`src/sv/tcc_fifo.sv`:
```
// Small register queue that decouples the front and back pipelines.
module tcc_fifo #(
  parameter int Width = 8,
  parameter int Depth = 2
) (
  input  logic             clk_i,
  input  logic             rst_ni,
  input  logic             push_valid_i,
  output logic             push_ready_o,
  input  logic [Width-1:0] push_data_i,
  output logic             pop_valid_o,
  input  logic             pop_ready_i,
  output logic [Width-1:0] pop_data_o
);

  localparam int PtrWidth   = (Depth > 1) ? $clog2(Depth) : 1;
  localparam int CountWidth = $clog2(Depth + 1);

  logic [Width-1:0]      mem_q [Depth];
  logic [PtrWidth-1:0]   wr_ptr_q, rd_ptr_q;
  logic [CountWidth-1:0] count_q;
  logic push, pop;

  assign push_ready_o = (count_q != CountWidth'(Depth));
  assign pop_valid_o  = (count_q != '0);
  assign pop_data_o   = mem_q[rd_ptr_q];
  assign push = push_valid_i && push_ready_o;
  assign pop  = pop_valid_o && pop_ready_i;

  always_ff @(posedge clk_i or negedge rst_ni) begin
    if (!rst_ni) begin
      wr_ptr_q <= '0;
      rd_ptr_q <= '0;
      count_q  <= '0;
    end else begin
      if (push) begin
        wr_ptr_q <= (wr_ptr_q == PtrWidth'(Depth - 1)) ? '0 : wr_ptr_q + 1'b1;
      end
      if (pop) begin
        rd_ptr_q <= (rd_ptr_q == PtrWidth'(Depth - 1)) ? '0 : rd_ptr_q + 1'b1;
      end
      if (push && !pop) begin
        count_q <= count_q + 1'b1;
      end else if (pop && !push) begin
        count_q <= count_q - 1'b1;
      end
    end
  end

  always_ff @(posedge clk_i) begin
    if (push) begin
      mem_q[wr_ptr_q] <= push_data_i;
    end
  end

endmodule

```
`config.mk`:
```
export PLATFORM = sky130hd
export DESIGN_NAME = tcc_fifo
export DESIGN_NICKNAME = d
export VERILOG_FILES = /design/src/sv/tcc_fifo.sv
export SDC_FILE = /design/constraint.sdc
export NUM_CORES = 1
export LEC_CHECK = 0
export BUFFER_PORTS_ARGS = -buffer_cell sky130_fd_sc_hd__buf_4
export CORE_AREA = 2 2 41 43
export CTS_BUF_LIST = sky130_fd_sc_hd__clkbuf_4 sky130_fd_sc_hd__clkbuf_8
export CTS_CLUSTER_DIAMETER = 40
export DETAILED_ROUTE_END_ITERATION = 8
export DIE_AREA = 0 0 43 45
export GPL_TIMING_DRIVEN = 1
export PLACE_DENSITY = 0.82
export SLEW_MARGIN = 20
export SYNTH_ARGS = -nofsm -noshare
export SYNTH_HDL_FRONTEND = slang
export SYNTH_SLANG_ARGS = --single-unit
```
`constraint.sdc`:
```
create_clock -name clk_i -period 2 [get_ports clk_i]
set_input_delay 0.3 -clock clk_i [delete_from_list [all_inputs] [get_ports clk_i]]
set_output_delay 0.3 -clock clk_i [all_outputs]
set_load 0.02 [all_outputs]
```
# Word-level counts from Yosys, hierarchy flattened
# Memories as Yosys holds them, arrays and structs flattened.
# Cells that the tools add are included.
totals:
  n_memories: 1
  word_cells: 23
  ff_bits: 4
  mem_bits_rw: 16
  inputBits: 12
memory_table:
  columns: ["memory", "depth", "word_bits", "rd", "rd_clocked_by_memory_dff", "wr", "line_no", "source"]
  rows:
  - ["mem_q", 2, 8, 1, 0, 1, "19", "logic [Width-1:0] mem_q [Depth];"]
classes:
  n_reduce_logical: 8
  n_mux: 6
  add_sub_neg: 4
  eq_ne: 1
op_table:
  columns: ["cell", "count"]
  rows:
  - ["$logic_and A1 B1 Y1", 4]
  - ["$mux W1", 4]
  - ["$mux W2", 2]
  - ["$reduce_bool A2 Y1", 2]
  - ["$add A1 B1 Y1 const B", 2]
  - ["$add A2 B1 Y2 const B", 1]
  - ["$logic_not A1 Y1", 2]
  - ["$ne A2 B2 Y1 const B", 1]
  - ["$sub A2 B1 Y2 const B", 1]

# Depth between registers and ports, before layout
logic_depth:
  depth_word: 6
  ltp_mapped: 7
  depth_no_buf: 7

# Least setup slack after synthesis
# Ideal clock, no wire load.
synth_timing:
  kind: "reg-to-reg"
  startpoint: "reg count_q[0]"
  endpoint: "mem mem_q[0][0], enable pin"
  t_required_ns: 1.630
  stages_incl_launch_ff: 4
  path_slack_ns: 0.585
  t_arrival_ns: 1.045
  period_less_slack_ns: 1.415
  setup_ns: 0.370
  n_path_buf: 0
  cell_sequence: "dfrtp_1 -> nand2b_4 -> nand2_1 -> nor2_1"
synth_between:
  elab_chain_len: 4
synth_lines:
  columns: ["element", "line_no", "source"]
  rows:
  - ["start: declaration", "21", "logic [CountWidth-1:0] count_q;"]
  - ["start signal: assignment", "43", "count_q <= count_q + 1'b1;"]
  - ["start signal: assignment", "45", "count_q <= count_q - 1'b1;"]
  - ["$ne A2 B2 Y1", "24", "assign push_ready_o = (count_q != CountWidth'(Depth));"]
  - ["net push_ready_o", "9", "output logic push_ready_o,"]
  - ["$logic_and A1 B1 Y1", "27", "assign push = push_valid_i && push_ready_o;"]
  - ["$mux W1", "51", "if (push) begin"]
  - ["$mux W1 (implied by the code)", "52", "mem_q[wr_ptr_q] <= push_data_i;"]
  - ["end: declaration", "19", null]
# The timed path passes the listed nets, and every way through them passes these cells.

# Worst setup path in the final report
layout_timing:
  startpoint: "reg rd_ptr_q"
  endpoint: "out pop_data_o[5]"
layout_between:
  elab_chain_len: 1
layout_lines:
  columns: ["element", "line_no", "source"]
  rows:
  - ["start: declaration", "20", "logic [PtrWidth-1:0] wr_ptr_q, rd_ptr_q;"]
  - ["start signal: assignment", "40", "rd_ptr_q <= (rd_ptr_q == PtrWidth'(Depth - 1)) ? '0 : rd_ptr_q + 1'b1;"]
  - ["$mem_v2 Z2 W8", null, null]
  - ["end: declaration", "13", "output logic [Width-1:0] pop_data_o"]
# Every way passes these cells.

==> run metrics <==
Clock Sinks 20; initial antenna violation count 0; status complete, no violations; Wirelength per Cell 13.06 µm; global-route wire length before repair 1731 µm; share of cells above drive strength 1 52.17%; Int Pwr 0.9654 mW; IO Pins 22; pin count of the biggest net entering global routing 12; Slew @ Worst Pin 0.3883 ns; Seq/Total Area, Yosys 73.77%; Antenna Violating Nets Remaining 0; WP data arrival 1.41 ns; dpl hpwl 833.8 µm; setup bufs post-CTS 0; vias post-DR 422; clock share of power 12.6%; period utilisation layout 85.56%; gr ovfl total 0; placer congestion estimate 0.7076; pwr dens 1450 nW/µm²; post-synthesis mux area share 11.45%; crit end category output pin; Max Cap Viol 0; die width 43 µm; residual DRC count 0; TritonCTS buffer count 3; Synth Area in Compound Gates 0%; number of diodes 0; Resize count post-CTS 0; leading cell type in the layout, fill and taps excluded buf_4; largest family of logic cells by synthesized area multiplexers; simple-gate share of the synthesized area 6.518%; startpoint types flip-flop; Via density 4.965; most frequent cells in the layout 22 x buf_4, 16 x edfxtp_1, 8 x mux2_2, 4 x dfrtp_1; sequential power share 46.1%; Slew HR 74.11%; Lkg Pwr 0.4125 nW; Core Util, Final 68.20%; FMAX 584.4 MHz; sw frac 33.67%; vias in the first global route 411; power share of the combinational group 41.3%; Post-Route WL 1110 µm; Reg clk slew, reported paths 0.10 ns; Net Sw Power 0.4901 mW; clock root cell clkbuf_4; Min-Delay Path Class input port to flip-flop; die height 45 µm; CTS tree built; maximum VDD drop 0.0008426 V; Layout area overhead 27.50%; clk_lat worst skew 0.29 ns; drt first pass iters 4; Final Hold Viols 0; unrepaired setup endpoints after global routing false; Seq cells post-synth 20; Slew Limit Fails 0; Initial Utilization 53.49%; yosys warns 0; DR iter-0 viols 13; Mapped Area 787.0 µm²; # rows 14; XOR/XNOR Fraction of Synth Area 5.564%; Die ar. 1935 µm²; Unique masters post-synth 14; WS Path Type flip-flop to output pin; worst-case clock skew 0.008626 ns; Tot GR Track Use 12.94%; core area 1471 µm²; Post-Synth Adder-Cell Area 1.590%; H-tree levels 1; Finish-stage setup viols 0; Critical Path Fanout Max 9; Worst EP required 1.70 ns; Post-Synthesis Cells 43; setup tns final 0 ns; Synth Area per Inst 18.30 µm²; Nets 83; Mapped Nets 56; post-layout min period 1.711 ns; PortBufs 21; Max clock buf depth 2
[area by class of cell]
cell class                 count  area (µm²)
timing repair buffer          23       175.2
clock buffer                   3       22.52
clock inverter                 1       3.754
sequential                    20       580.6
inverter                       1       3.754
multi-input combinational     21       197.7
fill                         111       467.9
tap                           16       20.02
[cells in the mapped netlist]
cell      number  area (µm²)
edfxtp_1      16       480.5
mux2_2         8       90.09
dfrtp_1        4       100.1
xnor2_1        3       26.28
nor2_1         2       7.510
xor2_1         2       17.52
and3_1         1       6.260
buf_2          1       5.000
ha_1           1       12.51
inv_1          1       3.750
nand2_1        1       3.750
nand2_4        1       11.26
nand2b_4       1       13.76
or2_4          1       8.760
[critical path: stages (launching register included)]
cell	delay, ns
dfrtp_1	0.58
mux2_2	0.39
buf_4	0.16
[state kept, by name, summed over array words and instances, names as in the netlist]
| signal | count |
|---|---|
| mem_q | 16 |
| count_q | 2 |
| rd_ptr_q | 1 |
| wr_ptr_q | 1 |
[path summary, 6_finish.rpt]
path,depth (start not counted),to,slack (ns),start
worst min register to register,1,wr_ptr_q$_DFFE_PN0N_,0.51,wr_ptr_q$_DFFE_PN0N_
worst min-delay path,1,mem_q[1][1]$_DFFE_PP_,0.18,push_data_i[1]
max in group asynchronous,2,rd_ptr_q$_DFFE_PN0P_,1.57,rst_ni
worst max register to register,7,count_q[1]$_DFFE_PN0P_,0.55,count_q[0]$_DFFE_PN0P_
min in group asynchronous,2,count_q[0]$_DFFE_PN0P_,0.32,rst_ni
worst max-delay path,2,pop_data_o[5],0.29,rd_ptr_q$_DFFE_PN0P_
[power groups by stage]
stage / registers (mW) / logic, mW / clock network, mW
after floorplan: 0.633 / 0.435 / 0
after global placement: 0.674 / 0.599 / 0
after detailed placement: 0.679 / 0.606 / 0
after CTS: 0.672 / 0.609 / 0.191
after global routing: 0.686 / 0.640 / 0.210
final: 0.670 / 0.602 / 0.183
[layer usage]
layer	GRT usage (%)	vias up	wire, µm
met1	14.56	196	484
li1	-	209	-
met2	22.12	15	541
met3	5.200	2	67
met5	0	-	0
met4	5.455	0	16
[timing repair]
item                       in CTS  in global routing
hold endpoints to repair        4                  0
hold buffers                    1                  0
setup endpoints to repair       0                  0
[through the flow]
stage	power (mW)	hold WS, ns	setup slack (ns)	area, µm²	std cells
after CTS	1.472	0.1723	0.2702	1003	85
after global routing	1.537	0.1577	0.1962	1003	85
after floorplan	1.068	0.004409	0.5847	787.0	43
final	1.455	0.1818	0.2887	1003	85
after detailed placement	1.285	0.1026	0.5596	967.2	80
after global placement	1.273	0.1015	0.6043	967.2	80
[kinds of logic after synthesis]
logic type | count (synthesis)
muxes | 8
adders and majority gates | 1
xor gates and xnor gates | 5
DFF | 20
and+or+nand+nor | 7
buffers and inverters | 2
(Power assumes the default switching activity.)
